--- src/rtl/bdf_pkg.sv ---
package bdf_pkg;

  // Phase codes
  localparam logic [2:0] PH_IDLE    = 3'd0;
  localparam logic [2:0] PH_PRESS   = 3'd1;
  localparam logic [2:0] PH_POLL    = 3'd2;
  localparam logic [2:0] PH_RELEASE = 3'd3;
  localparam logic [2:0] PH_ENABLE  = 3'd4;

  // Request codes
  localparam logic [1:0] REQ_EDGE = 2'd0;
  localparam logic [1:0] REQ_TICK = 2'd1;
  localparam logic [1:0] REQ_TAKE = 2'd2;

  // Pending-line patterns and line levels
  localparam logic [3:0] PAT_LEFT       = 4'd4;
  localparam logic [3:0] PAT_RIGHT      = 4'd8;
  localparam logic [1:0] LINES_RELEASED = 2'b11;

  // Button codes
  localparam logic [1:0] BTN_NONE  = 2'd0;
  localparam logic [1:0] BTN_LEFT  = 2'd1;
  localparam logic [1:0] BTN_RIGHT = 2'd2;

  // Register indexes and reset values
  localparam logic [1:0] REG_PRESS_WAIT   = 2'd0;
  localparam logic [1:0] REG_POLL_PERIOD  = 2'd1;
  localparam logic [1:0] REG_RELEASE_WAIT = 2'd2;

  localparam logic [7:0] PRESS_WAIT_RST   = 8'd15;
  localparam logic [7:0] POLL_PERIOD_RST  = 8'd10;
  localparam logic [7:0] RELEASE_WAIT_RST = 8'd20;

  typedef struct packed {
    logic [7:0] press_wait;
    logic [7:0] poll_period;
    logic [7:0] release_wait;
  } cfg_t;

  typedef struct packed {
    logic [1:0] pressed_button;
    logic       held;
    logic       edge_enabled;
    logic [2:0] phase;
  } res_t;

endpackage

--- src/rtl/bdf_core.sv ---
module bdf_core (
  input  logic            clk,
  input  logic            rst_n,
  input  logic            step,
  input  logic [1:0]      req_type,
  input  logic [3:0]      pending_lines,
  input  logic [1:0]      line_levels,
  input  bdf_pkg::cfg_t   cfg,
  output bdf_pkg::res_t   res
);
  import bdf_pkg::*;

  logic [2:0] phase_r, phase_nxt;
  logic [7:0] wait_r, wait_nxt;
  logic [1:0] latch_r, latch_nxt;
  logic       held_r, held_nxt;
  logic       edge_en_r, edge_en_nxt;
  logic [7:0] wait_dec;

  assign wait_dec = wait_r - 8'd1;

  // Work out the state after this item
  always_comb begin
    phase_nxt   = phase_r;
    wait_nxt    = wait_r;
    latch_nxt   = latch_r;
    held_nxt    = held_r;
    edge_en_nxt = edge_en_r;
    case (req_type)
      REQ_EDGE: begin
        if (edge_en_r) begin
          edge_en_nxt = 1'b0;
          if (pending_lines == PAT_LEFT) begin
            latch_nxt = BTN_LEFT;
          end else if (pending_lines == PAT_RIGHT) begin
            latch_nxt = BTN_RIGHT;
          end
          held_nxt  = 1'b1;
          wait_nxt  = cfg.press_wait;
          phase_nxt = PH_PRESS;
        end
      end
      REQ_TICK: begin
        case (phase_r)
          PH_PRESS: begin
            wait_nxt = wait_dec;
            if (wait_dec == 8'd0) begin
              phase_nxt = PH_POLL;
              wait_nxt  = cfg.poll_period;
            end
          end
          PH_POLL: begin
            wait_nxt = wait_dec;
            if (wait_dec == 8'd0) begin
              if (line_levels == LINES_RELEASED) begin
                phase_nxt = PH_RELEASE;
                wait_nxt  = cfg.release_wait;
                held_nxt  = 1'b0;
              end else begin
                wait_nxt = cfg.poll_period;
              end
            end
          end
          PH_RELEASE: begin
            wait_nxt = wait_dec;
            if (wait_dec == 8'd0) begin
              phase_nxt = PH_ENABLE;
            end
          end
          PH_ENABLE: begin
            wait_nxt    = 8'd0;
            phase_nxt   = PH_IDLE;
            edge_en_nxt = 1'b1;
          end
          default: begin
          end
        endcase
      end
      REQ_TAKE: begin
        latch_nxt = BTN_NONE;
      end
      default: begin
      end
    endcase
  end

  // Report the latch before the item and the flags after it
  always_comb begin
    res.pressed_button = latch_r;
    res.held           = held_nxt;
    res.edge_enabled   = edge_en_nxt;
    res.phase          = phase_nxt;
  end

  // Advance state on each accepted item
  always_ff @(posedge clk) begin
    if (!rst_n) begin
      phase_r   <= PH_IDLE;
      wait_r    <= 8'd0;
      latch_r   <= BTN_NONE;
      held_r    <= 1'b0;
      edge_en_r <= 1'b1;
    end else if (step) begin
      phase_r   <= phase_nxt;
      wait_r    <= wait_nxt;
      latch_r   <= latch_nxt;
      held_r    <= held_nxt;
      edge_en_r <= edge_en_nxt;
    end
  end

  // Detection is off exactly while a sequence runs
  a_enable_idle: assert property (@(posedge clk) disable iff (!rst_n)
    edge_en_r == (phase_r == PH_IDLE))
    else $error("edge enable out of step with phase");

  // Held only during press settle or polling
  a_held_phase: assert property (@(posedge clk) disable iff (!rst_n)
    held_r |-> (phase_r == PH_PRESS || phase_r == PH_POLL))
    else $error("held flag outside press phases");

  // Counter is clear while idle
  a_idle_count: assert property (@(posedge clk) disable iff (!rst_n)
    (phase_r == PH_IDLE) |-> (wait_r == 8'd0))
    else $error("wait counter not clear in idle");

  // Latch only changes on an accepted item
  a_latch_hold: assert property (@(posedge clk) disable iff (!rst_n)
    !step |=> $stable(latch_r))
    else $error("button latch moved without an item");

endmodule

--- src/rtl/button_debounce_fsm.sv ---
// Channel | Direction | Handshake           | Payload
// in      | input     | in_valid / in_ready  | req_type, pending_lines, line_levels
// out     | output    | out_valid / out_ready| pressed_button, held, edge_enabled, phase
// cfg     | input     | cfg_valid / cfg_ready| cfg_index, cfg_data
//
// One item per cycle while in_ready is high: the state step is a single compare and
// decrement, and its result is registered into the output register, or the skid on a stall.
// A two-entry output buffer (output register plus skid) lets an item be taken
// while a result waits; in_ready drops only when both entries are full.
// Reset (rst_n low, synchronous) clears the phase, counter, latch and flags,
// enables edge detection and loads the register defaults 15, 10 and 20.
// cfg_ready is always high; writes to index 3 are ignored.
module button_debounce_fsm (
  input  logic       clk,
  input  logic       rst_n,
  input  logic       in_valid,
  output logic       in_ready,
  input  logic [1:0] in_req_type,
  input  logic [3:0] in_pending_lines,
  input  logic [1:0] in_line_levels,
  output logic       out_valid,
  input  logic       out_ready,
  output logic [1:0] out_pressed_button,
  output logic       out_held,
  output logic       out_edge_enabled,
  output logic [2:0] out_phase,
  input  logic       cfg_valid,
  output logic       cfg_ready,
  input  logic [1:0] cfg_index,
  input  logic [7:0] cfg_data
);
  import bdf_pkg::*;

  cfg_t cfg_r;
  res_t res;
  res_t out_r, out_nxt;
  res_t skid_r, skid_nxt;
  logic out_v_r, out_v_nxt;
  logic skid_v_r, skid_v_nxt;
  logic acc;
  logic out_take;

  assign cfg_ready = 1'b1;
  assign in_ready  = !skid_v_r;
  assign acc       = in_valid && in_ready;
  assign out_take  = out_v_r && out_ready;

  // Hold the wait registers
  always_ff @(posedge clk) begin
    if (!rst_n) begin
      cfg_r.press_wait   <= PRESS_WAIT_RST;
      cfg_r.poll_period  <= POLL_PERIOD_RST;
      cfg_r.release_wait <= RELEASE_WAIT_RST;
    end else if (cfg_valid) begin
      case (cfg_index)
        REG_PRESS_WAIT:   cfg_r.press_wait   <= cfg_data;
        REG_POLL_PERIOD:  cfg_r.poll_period  <= cfg_data;
        REG_RELEASE_WAIT: cfg_r.release_wait <= cfg_data;
        default: begin
        end
      endcase
    end
  end

  bdf_core u_core (
    .clk           (clk),
    .rst_n         (rst_n),
    .step          (acc),
    .req_type      (in_req_type),
    .pending_lines (in_pending_lines),
    .line_levels   (in_line_levels),
    .cfg           (cfg_r),
    .res           (res)
  );

  // Steer each result to the output register or, on a stall, the skid; skid drains first
  always_comb begin
    out_nxt    = out_r;
    out_v_nxt  = out_v_r;
    skid_nxt   = skid_r;
    skid_v_nxt = skid_v_r;
    if (!out_v_r || out_take) begin
      if (skid_v_r) begin
        out_nxt    = skid_r;
        out_v_nxt  = 1'b1;
        skid_v_nxt = 1'b0;
      end else if (acc) begin
        out_nxt   = res;
        out_v_nxt = 1'b1;
      end else begin
        out_v_nxt = 1'b0;
      end
    end else if (acc) begin
      skid_nxt   = res;
      skid_v_nxt = 1'b1;
    end
  end

  always_ff @(posedge clk) begin
    if (!rst_n) begin
      out_v_r  <= 1'b0;
      skid_v_r <= 1'b0;
    end else begin
      out_v_r  <= out_v_nxt;
      skid_v_r <= skid_v_nxt;
    end
  end

  always_ff @(posedge clk) begin
    out_r  <= out_nxt;
    skid_r <= skid_nxt;
  end

  assign out_valid          = out_v_r;
  assign out_pressed_button = out_r.pressed_button;
  assign out_held           = out_r.held;
  assign out_edge_enabled   = out_r.edge_enabled;
  assign out_phase          = out_r.phase;

  // Skid never fills ahead of the output register
  a_skid_order: assert property (@(posedge clk) disable iff (!rst_n)
    skid_v_r |-> out_v_r)
    else $error("skid holds an item with output empty");

  // An accepted item always leaves the output valid next cycle
  a_result_follows: assert property (@(posedge clk) disable iff (!rst_n)
    acc |=> out_v_r)
    else $error("accepted item produced no result");

  // Skid fills when an accepted item meets a stalled output
  a_skid_fill: assert property (@(posedge clk) disable iff (!rst_n)
    (!skid_v_r && out_v_r && !out_ready && acc) |=> skid_v_r)
    else $error("stalled result lost");

endmodule
--- config.mk ---
export PLATFORM = sky130hd
export DESIGN_NAME = button_debounce_fsm
export DESIGN_NICKNAME = d
export VERILOG_FILES = /design/src/rtl/bdf_pkg.sv /design/src/rtl/bdf_core.sv /design/src/rtl/button_debounce_fsm.sv
export SDC_FILE = /design/constraint.sdc
export NUM_CORES = 1
export LEC_CHECK = 0
export BUFFER_PORTS_ARGS = -buffer_cell sky130_fd_sc_hd__buf_2
export CAP_MARGIN = 15
export CELL_PAD_IN_SITES_DETAIL_PLACEMENT = 1
export CELL_PAD_IN_SITES_GLOBAL_PLACEMENT = 2
export CORE_MARGIN = 2
export CORE_UTILIZATION = 30
export DETAILED_ROUTE_END_ITERATION = 16
export HOLD_SLACK_MARGIN = 0.05
export PLACE_DENSITY_LB_ADDON = 0.12
export RECOVER_POWER = 50
export SLEW_MARGIN = 10
export SYNTH_ARGS = -nofsm -noshare
export SYNTH_HDL_FRONTEND = slang
export SYNTH_HIERARCHICAL = 1
export SYNTH_SLANG_ARGS = --single-unit
--- constraint.sdc ---
create_clock -name clk -period 2.5 [get_ports clk]
set_input_delay 0.125 -clock clk [delete_from_list [all_inputs] [get_ports clk]]
set_output_delay 0.125 -clock clk [all_outputs]
set_load 0.05 [all_outputs]
==> results by stage, run 1 <==
Status:
- The run finished with clean final reports.

Setup path:
- The slowest stage of the critical path is the or4_4 cell.
- The sort of element at the end of the critical path is a register.
- The critical path goes through or4_4 -> or4_4 -> xor2_2 -> nand3_1 -> nor2_1 -> o22a_1 -> mux2_2.
- The critical path launch point type is a register.
- By instance count, the cell type seen most on the critical path is or4_4.
- The data arrival time of the critical path is 2550 ps.
- The biggest cell delay along the critical path is 540 ps.
- By startpoint and endpoint, the worst setup path is classified as reg2reg.
- Along the worst path, the maximum fanout reaches 3.
- At the worst endpoint, the required time is 2580 ps.

Die:
- The initial cell density of the core is 31.1%.
- After floorplanning, the core was sized to cover 9860 um2.
- 33 I/O pins were placed.
- Row generation in the floorplan step produced 36 rows.
- Measured along the x axis, the die boundary spans 105 um.
- The floorplan step set the die height to 105 um.
- The floorplan step defined a die boundary enclosing 11000 um2.

Clock network:
- The clock passes through at most 2 buffers.
- The H-tree generated during clock tree synthesis spans 2 levels.
- The number of buffers created by CTS is 5.
- The number of sinks on the clock net is 55.
- After clock tree synthesis, the clock-pin slew on the worst setup and hold paths is 110 ps.
- The CTS tree is built.
- The tree is rooted in a clkbuf_8.
- The clock reaches the later pin of the worst-skew pair after 320 ps.

Timing:
- Dividing the final minimum period by the clock period gives 98.6%.
- The time the final worst path needs with I/O delays and setup is 2470 ps.
- The final count of negative-setup-slack endpoints is 0.
- The smallest setup slack after layout is 34.8 ps.
- Measured against its own limit, the worst slew margin works out to 8.28%.
- The fmax is 0.406 GHz.
- Setup repair after global routing could not meet its margin everywhere.
- The final-report max-slew violation count is 0.
- The number of hold violations in the final report is 0.
- The setup TNS is 0 ps.
- The final setup skew is 8.47 ps.
- Hold timing on the final database bottoms out at a slack of 60.5 ps.
- For the pin with the worst max-slew slack, the measured transition is 1380 ps.

Finish:
- The synthesis-to-layout area growth is 16.4%.
- The count of cells in the finished layout, fillers not included, comes to 521.
- The number of antenna diodes in the final layout is 0.
- The post-layout net count is 412.
- The fraction of final layout cells sized beyond drive strength 1 is 18.6%.

Synthesis:
- The combinational family with the most area after synthesis is simple AND/OR/NAND/NOR gates.
- A synthesized cell averages 8.91 um2.
- The dominant cell by count in the synthesized netlist is nand2_1.
- The synthesized netlist devotes 15.2% of its cell area to compound gates.
- After Yosys synthesis, and, or, nand and nor cells account for 24.1% of the synthesized area.
- For this run, the register share of the synthesized area comes to 40.5%.
- The synthesized cell area is 3060 um2.
- The number of synthesized register bits is 55.
- The top cell type by total area after synthesis is dfxtp_1.
- The adder and majority gate portion of the synthesized area is 0.817%.
- During synthesis, Yosys emitted a total of 6 warnings.
- Counting instances in the post-synthesis netlist gives the leading cell types as nand2_1 (46), dfxtp_1 (41), mux2i_1 (28), nor2_1 (28), a21oi_1 (16).
- The async set-reset flop share out of synthesis is 0%.
- The cell count after synthesis is 344.
- After synthesis, the netlist uses 59 different library cells.
- The area share of xor/xnor cells in the synthesized design is 2.86%.
- The synthesized net count is 369.
- The synthesized design contains 14 enable-type register cells.
- The area fraction of the dominant cell type after synthesis is 26.8%.
- After synthesis, the share of cell area in mux cells is 11.7%.
- Sorting the synthesized cells by area gives the leading types as dfxtp_1 (27%), edfxtp_1 (14%), mux2i_1 (9.1%), nand2_1 (5.6%), nor2_1 (3.4%).
- Among all flip-flop cells after synthesis, the most frequent one is dfxtp_1.

Route:
- The post-detailed-route count of antenna-violating nets is 0.
- The routed design has 8.90 mm of wire.
- The via total after detailed routing is 2636.
- The wire length per cell is 17.1 um.
- The total DRC errors in the routed layout is 0.
- For this block, the initial DRC count from the detailed router was 119.
- Dividing the detail-routed via count by the number of cells gives 5.06.
- The total iterations of the first detailed-routing run is 4.

Job:
- The tool flagged a number of max-cap violations equal to 0.

Placement:
- The count of buffers added on input and output ports is 31.
- The HPWL after detailed placement is 6.86 mm.
- At the end of routability-driven placement, the weighted congestion stood at 0.791.
- The number of cells in the design after placement is 510.
- Before CTS, the worst setup slack after placement is -68.6 ps.

Pwr:
- The leakage power is 0.00140 uW.
- The worst-case IR drop observed on VDD is 0.000223 V.
- Power comes to 1870 uW.
- The power density of the placed cells is 524 nW/um2.

GRT:
- The number of global-route vias before repair was 2737.
- The number of antenna violations at the first check in global routing is 0.
- The maximum number of pins on one net before global-route repair is 35.
- The first global-routing pass estimated 14.7 mm of wire.
- The global route total overflow is 0.
- Global routing consumed, over all layers together, 16.7% of the routing resources.

Hold path:
- The kind of path behind the tightest hold check is in2reg.
[metal layers]
| metal | vias to the layer above | part of all wire, % | GRT usage (%) |
|---|---|---|---|
| met1 | 1265 | 50 | 23.6 |
| met4 | 0 | 1.0 | 4.19 |
| met2 | 46 | 46 | 26.9 |
| met5 | - | 0 | 0 |
| met3 | 7 | 2.7 | 2.18 |
| li1 | 1318 | - | - |
[layout make-up]
class	count	area [um2]
fillers	1179	6300
multi-input cells	259	1710
flip-flops and latches	55	1240
repair buffers	58	338
well taps	133	166
clock buffers	6	72.6
inverters	8	30.0
clock inverters	2	12.5
[final timing paths]
kind | startpoint | to | slack (ps) | cells past startpoint
max | u_core/wait_r[0] | out_phase[1] | 30 | 7
min | cfg_data[3] | cfg_r[3] | 60 | 3
max reg2reg | u_core/wait_r[0] | out_phase[1] | 30 | 7
min reg2reg | cfg_r[6] | cfg_r[6] | 470 | 2
[timing repair]
item / in CTS / in global routing
hold buffers: 1 / 0
setup endpoints to repair: 1 / 4
gates resized for setup: 1 / 4
buffers inserted: 0 / 2
hold endpoints to repair: 1 / 0
pin swaps: 0 / 2
[through the flow]
stage	util, %	instance area, um2
6_report	36.2	3570
5_1_grt	36.2	3570
4_1_cts	36.0	3560
3_5_place_dp	35.0	3460
3_3_place_gp	35.0	3460
2_1_floorplan	-	3070
[registers in the layout, indices dropped and copies added (netlist names)]
register            flops
cfg_r                  24
out_edge_enabled        1
out_held                1
out_phase               3
out_pressed_button      2
out_valid               1
skid_r                  7
skid_v_r                1
u_core/edge_en_r        1
u_core/held_r           1
u_core/latch_r          2
u_core/phase_r          3
u_core/wait_r           8
[worst max-delay path: cells and delay by family, from the launching register on]
family,cells,cell delay (ps)
AO/OA/AOI/OAI,1,250
flip-flops,1,330
XOR/XNOR,1,190
multiplexers,1,260
AND/OR/NAND/NOR,4,1220
[cells in the final DEF (no fill, tap or decap), types with 3 or more instances in the layout]
master and instances:
clkbuf_8 5, mux2_2 7, nand2b_1 8, o22ai_1 3, xnor2_1 3, o21ai_0 13, a21oi_1 16, buf_4 23
nor2_1 28, nand3_1 10, buf_2 22, nand2_1 46, nand3b_1 3, nor2b_1 15, inv_1 6, nor3_1 5
mux2i_1 28, o211ai_1 7, dfxtp_1 41, and4b_1 3, edfxtp_1 14, o21ai_1 8, clkbuf_1 13, a31oi_1 8
[logic make-up (layout without fill, tap and decap cells)]
kind of cell               after synthesis  count (layout)
AOI/OAI and AO/OA                       72              72
DFF                                     55              55
and+or+nand+nor                        142             142
adders and majority gates                2               2
other                                    1               1
buffers and inverters                   30              74
muxes                                   35              35
xor gates and xnor gates                 7               7
[power breakdown]
part | switching (uW) | total (uW) | internal (uW)
clock network | 305 | 503 | 197
registers | 24.5 | 974 | 950
logic | 234 | 393 | 159
total | 564 | 1870 | 1310
Note: power is estimated with default switching activity, not from simulation.
==> inputs of run 2 (changes only) <==
Settings changed: CORE_UTILIZATION 30 to 33, MAX_ROUTING_LAYER set to met4.
==> results by stage, run 2 (synthesis gave the netlist of run 1 again) <==
Hold path:
- The worst hold path begins at cfg_data[3].
- In this run the worst hold path is classified as in2reg.

Route:
- The post-detailed-route count of antenna-violating nets is 0 (unchanged).
- The total length of routed wires is 8.65 mm (-2.9%).
- The total iterations of the first detailed-routing run is 4 (unchanged).
- The via density per instance was 5.24 (+3.5%).
- The wire length per cell is 17.4 um (+1.8%).
- The number of DRC markers in iteration 0 is 89 (-25%).
- The via total after detailed routing is 2603 (-1.3%).
- The total DRC errors in the routed layout is 0 (unchanged).

Clock network:
- The number of sinks on the clock net is 55 (unchanged).
- The maximum buffer depth of the clock tree is 2 (unchanged).
- The maximum level of the CTS H-tree was 2 (unchanged).
- The number of buffers created by CTS is 5 (unchanged).
- The clock edge transition at the registers on the reported setup and hold paths is 110 ps (about the same).
- TritonCTS built the clock tree.
- The clock insertion delay at the later pin of the skew report is 320 ps (about the same).
- The clock root buffer is clkbuf_8.

Finish:
- The most flop-heavy register is cfg_r.
- The utilization after layout is 39.2% (+3.1 points).
- The number of inserted diodes is 0 (unchanged).
- The post-layout net count is 410 (-0.49%).
- In the final layout, the registers with the most flip-flops are cfg_r x24, u_core/wait_r x8, skid_r x7.
- The multi-input gate area in the final layout is 1700 um2 (-0.59%).
- Compared with the post-synthesis result, the final layout area differs by 16.6%.
- The fraction of final layout cells sized beyond drive strength 1 is 18.9% (+0.36 points).
- Leaving out fill and tap cells, the most frequent cell in the layout is nand2_1.
- The total non-filler cell area in the finished layout is 3570 um2 (+0.18%).
- The filler cell count in the final layout is 1105 (-6.3%).
- Leaving out fill and tap cells, the most frequent cells in the layout are nand2_1 (46), dfxtp_1 (41), nor2_1 (28), mux2i_1 (28).
- The number of flip-flops in the largest register is 24 (unchanged).
- The sequential standard cell area is 1240 um2 (unchanged).

Timing:
- The fmax is 0.406 GHz (about the same).
- The time the final worst path needs with I/O delays and setup came to 2460 ps (-0.821 ps).
- The transition time at the pin with the least slew margin is 1310 ps (-62.1 ps).
- The worst max-slew margin expressed relative to the limit is 12.4% (+4.1 points).
- The final count of negative-setup-slack endpoints is 0 (unchanged).
- The number of hold violations in the final report is 0 (unchanged).
- The final setup skew is 10.0 ps (+1.57 ps).
- Setup repair after global routing could not meet its margin everywhere.
- The smallest setup slack after layout is 35.6 ps (+0.821 ps).
- The final-report max-slew violation count came to 0 (unchanged).
- The portion of the clock cycle consumed by the worst path in the final layout is 98.6% (about the same).

Pwr:
- The switching power total is 575 uW (+1.9%).
- The power density of the placed cells came to 582 nW/um2 (+11%).
- The internal power came to 1510 uW (+15%).
- The share of total power consumed by net switching was 27.6% (-2.5 points).
- The peak supply drop came to 0.000234 V (+5.1%).
- The proportion of power drawn by combinational gates came to 17.8% (-3.2 points).
- The share of power burned in registers is 47.0% (-5.1 points).
- The part of the power in the clock network was 35.2% (+8.3 points).
- The leakage power is 0.00142 uW (+1.5%).

Die:
- The floorplan die area is 10100 um2 (-8.8%).
- The die outline width is 100 um (-4.5%).
- The cell row count came to 35 (-2.8%).
- The vertical die dimension came to 100 um (-4.5%).
- The initial cell density of the core is 33.6% (+2.6 points).
- The top-level port count is 33 (unchanged).
- The core region area was 9110 um2 (-7.7%).

Setup path:
- The most critical setup path has its startpoint at u_core/wait_r[0].
- The required time of the worst setup path is 2580 ps (about the same).
- In this run the critical register-to-register path is launched from u_core/wait_r[0].
- STA classifies the critical path endpoint as a register.
- The start-to-end type of the worst setup path is reg2reg.
- The critical path launch point type is a register.
- The data arrival time of the critical path is 2550 ps (about the same).
- The highest fanout seen on the critical path is 4 (+1).

GRT:
- The global route total overflow came to 0 (unchanged).
- The number of antenna violations at the first check in global routing is 0 (unchanged).
- The number of global-route vias before repair is 2615 (-4.5%).
- The global-route wire length before repair is 14.1 mm (-4.0%).
- The maximum number of pins on one net before global-route repair came to 31 (-11%).
- The global-route total usage across every layer was 18.5% (+1.8 points).

Placement:
- The count of buffers from port buffering is 31 (unchanged).
- The pre-CTS setup slack is -7.52 ps (+61.1 ps).
- The cell area after placement came to 3430 um2 (-0.87%).
- The post-DP HPWL is 6.60 mm (-3.8%).
- The final weighted congestion in routability-driven placement was 0.854 (+7.9%).

Job:
- The max-capacitance violation count is 0 (unchanged).

Status:
- The run finished with clean final reports.
[run 2: final cells by class]
| type | count | area share [%] |
|---|---|---|
| inverters | 8 | 0.840 |
| clock inverters | 3 | 2.00 |
| flip-flops and latches | 55 | 34.7 |
| well taps | 111 | 3.89 |
| multi-input cells | 259 | 47.5 |
| clock buffers | 5 | 1.93 |
| repair buffers | 56 | 9.14 |
[run 2: power by group through the flow]
stage          clock network, uW  registers (uW)  logic (uW)
3_3_place_gp                   0             998         366
6_report                     733             978         370
2_1_floorplan                  0            1020         224
3_5_place_dp                   0             998         371
4_1_cts                      758             978         374
5_1_grt                      793             983         410
[run 2: critical path, stage by stage, from the launching register on]
cell	delay [ps]
dfxtp_1	330
or4_4	540
or4_4	490
xnor2_4	170
nor2_4	130
a21oi_1	80
o22a_1	230
mux2_2	270
[run 2: final timing paths]
path	endpoint	slack (ps)	depth (start not counted)
worst max register to register	out_phase[1]	40	7
worst min-delay path	cfg_r[3]	70	3
worst min register to register	cfg_r[1]	470	2
worst max-delay path	out_phase[1]	40	7
[run 2: what timing repair did]
item	4_1_cts	5_1_grt
hold endpoints to repair	1	0
gates resized for setup	0	3
buffers inserted	0	2
hold buffers	1	0
endpoints found under the setup margin	0	6
[run 2: through the flow]
step | instances | setup TNS [ps] | hold WS, ps | power, uW
after floorplan | 344 | -0.905 | 226 | 1250
after global placement | 486 | 0 | 383 | 1360
after detailed placement | 486 | -7.52 | 397 | 1370
after CTS | 495 | 0 | 52.2 | 2110
after global routing | 497 | -169 | 68.6 | 2190
final | 497 | 0 | 65.6 | 2080
[run 2: metal layers]
| layer | vias to the layer above | global-route usage, % | routed length (um) |
|---|---|---|---|
| met5 | - | - | 0 |
| met4 | 0 | 4.43 | 55 |
| met3 | 4 | 2.16 | 241 |
| met2 | 44 | 28.3 | 3990 |
| met1 | 1252 | 26.3 | 4360 |
| li1 | 1303 | - | - |
==> inputs of run 3 (changes only) <==
Settings changed: PLACE_DENSITY_LB_ADDON 0.12 to 0.1.
==> results by stage, run 3 (synthesis gave the netlist of run 1 again) <==
Status:
- The flow ran to the end, and the final reports show no timing, DRC or antenna violations.

GRT:
- The number of antenna violations at the first check in global routing came to 0 (unchanged).
- The global-route total usage across every layer is 18.8% (+0.26 points).
- The global route total overflow is 0 (unchanged).
- The maximum number of pins on one net before global-route repair came to 42 (+35%).
- The global-route wire length before repair was 14.2 mm (+0.59%).
- The number of global-route vias before repair was 2558 (-2.2%).

Finish:
- The number of inserted diodes is 0 (unchanged).
- The synthesis-to-layout area growth is 17.3%.
- The fraction of final layout cells sized beyond drive strength 1 is 19.6% (+0.73 points).
- The library cell used most frequently in the layout, excluding fill and tap cells, is nand2_1.
- The post-route non-filler standard cell count is 498 (+0.20%).
- The most flop-heavy register is cfg_r.
- The utilization after layout is 39.5% (+0.23 points).
- The post-layout net count is 411 (+0.24%).
- The number of flip-flops in the largest register is 24 (unchanged).
- In the layout the commonest cells are nand2_1 (46), dfxtp_1 (40), nor2_1 (28), mux2i_1 (28), buf_4 (23).
- The largest registers in the layout are cfg_r x24, u_core/wait_r x8, skid_r x7.

Route:
- The via density per instance is 5.30 (+1.3%).
- The wire length per cell is 18.0 um (+3.5%).
- The via total after detailed routing is 2641 (+1.5%).
- The total length of routed wires is 8.97 mm (+3.7%).
- The post-detailed-route count of antenna-violating nets came to 0 (unchanged).
- The total iterations of the first detailed-routing run was 4 (unchanged).
- The total DRC errors in the routed layout is 0 (unchanged).
- The number of DRC markers in iteration 0 was 133 (+49%).

Timing:
- The smallest hold slack is 61.5 ps (-4.14 ps).
- The time the final worst path needs with I/O delays and setup came to 2480 ps (+13.4 ps).
- The final setup skew came to 12.4 ps (+2.36 ps).
- The setup TNS is 0 ps (unchanged).
- The final count of negative-setup-slack endpoints is 0 (unchanged).
- The fmax is 0.404 GHz (-0.54%).
- The smallest setup slack after layout is 22.2 ps (-13.4 ps).
- The final-report max-slew violation count is 0 (unchanged).
- Setup repair after global routing could not meet its margin everywhere.
- The number of hold violations in the final report is 0 (unchanged).
- The worst max-slew margin expressed relative to the limit is 12.2% (-0.20 points).
- The portion of the clock cycle consumed by the worst path in the final layout is 99.1% (+0.53 points).
- The transition time at the pin with the least slew margin was 1310 ps (+0.916 ps).

Clock network:
- The maximum level of the CTS H-tree is 2 (unchanged).
- The maximum buffer depth of the clock tree was 2 (unchanged).
- The number of sinks on the clock net is 55 (unchanged).
- The number of buffers created by CTS came to 5 (unchanged).
- The clock root buffer is clkbuf_8.
- The clock edge transition at the registers on the reported setup and hold paths is 120 ps (about the same).
- The CTS tree is built.
- The clock insertion delay at the later pin of the skew report was 320 ps (about the same).

Die:
- The core region area is 9110 um2 (unchanged).
- The floorplan die area is 10100 um2 (unchanged).
- The top-level port count is 33 (unchanged).
- The vertical die dimension is 100 um (unchanged).
- The initial cell density of the core is 33.6% (unchanged).
- The cell row count is 35 (unchanged).
- The die outline width is 100 um (unchanged).

Pwr:
- The peak supply drop is 0.000210 V (-10%).
- The power density of the placed cells is 583 nW/um2 (+0.11%).
- The leakage power is 0.00144 uW (+0.98%).

Setup path:
- The data arrival time of the critical path is 2560 ps (about the same).
- The start-to-end type of the worst setup path is reg2reg.
- The required time of the worst setup path is 2580 ps (about the same).
- STA classifies the critical path endpoint as a register.
- The worst setup path is launched from a register.
- The highest fanout seen on the critical path came to 4 (unchanged).
- The worst setup slack for register-to-register paths was 20 ps (about the same).

Placement:
- The final weighted congestion in routability-driven placement is 0.843 (-1.2%).
- The number of cells in the design after placement is 488 (+0.41%).
- The count of buffers from port buffering is 31 (unchanged).
- The post-DP HPWL is 6.61 mm (+0.23%).
- The pre-CTS setup slack was 34.7 ps (+42.2 ps).

Job:
- The max-capacitance violation count was 0 (unchanged).

Hold path:
- The kind of path behind the tightest hold check is in2reg.
==> run 3: final cells by class <==
cell class	instances	area [um2]
Fill cell	1101	5510
Multi-Input combinational cell	259	1700
Sequential cell	55	1240
Timing Repair Buffer	57	343
Tap cell	111	139
Clock inverter	3	71.3
Clock buffer	5	68.8
Inverter	8	30.0
==> run 3: path summary, 6_finish.rpt <==
check            endpoint  cells past startpoint             start
min              cfg_r[1]                      3       cfg_data[1]
min reg2reg     cfg_r[21]                      2         cfg_r[21]
max          out_phase[1]                      7  u_core/wait_r[0]
max reg2reg  out_phase[1]                      7  u_core/wait_r[0]
==> run 3: timing repair <==
| item | CTS | global route |
|---|---|---|
| resized for setup | 0 | 6 |
| buffers inserted | 0 | 1 |
| hold buffers | 1 | 0 |
| hold endpoints to repair | 1 | 0 |
| setup endpoints to repair | 0 | 4 |
==> run 3: report_power, final <==
part	total (uW)	internal [uW]	switching, uW
Combinational	376	152	224
Sequential	979	950	28.9
Clock	741	407	334
Total	2100	1510	586
==> run 3: per-layer routing <==
metal	share of wire (%)	global-route usage, %	vias to the layer above
li1	-	-	1307
met1	50	26.7	1274
met2	46	28.9	55
met3	4.0	2.30	5
met4	0.59	3.79	0
met5	0	-	-
==> run 3: metrics by stage <==
step / area (um2) / total power [uW]
floorplan: 3070 / 1250
global placement: 3440 / 1370
detailed placement: 3440 / 1370
CTS: 3590 / 2120
global route: 3590 / 2180
finish: 3590 / 2100
==> run 3: critical path, stage by stage, from the launching register on <==
cell and delay, ps:
dfxtp_2 340, or4_4 530, or4_4 490, xnor2_4 170, nor2_4 170, a21oi_2 70
o22a_1 200, mux2_4 280
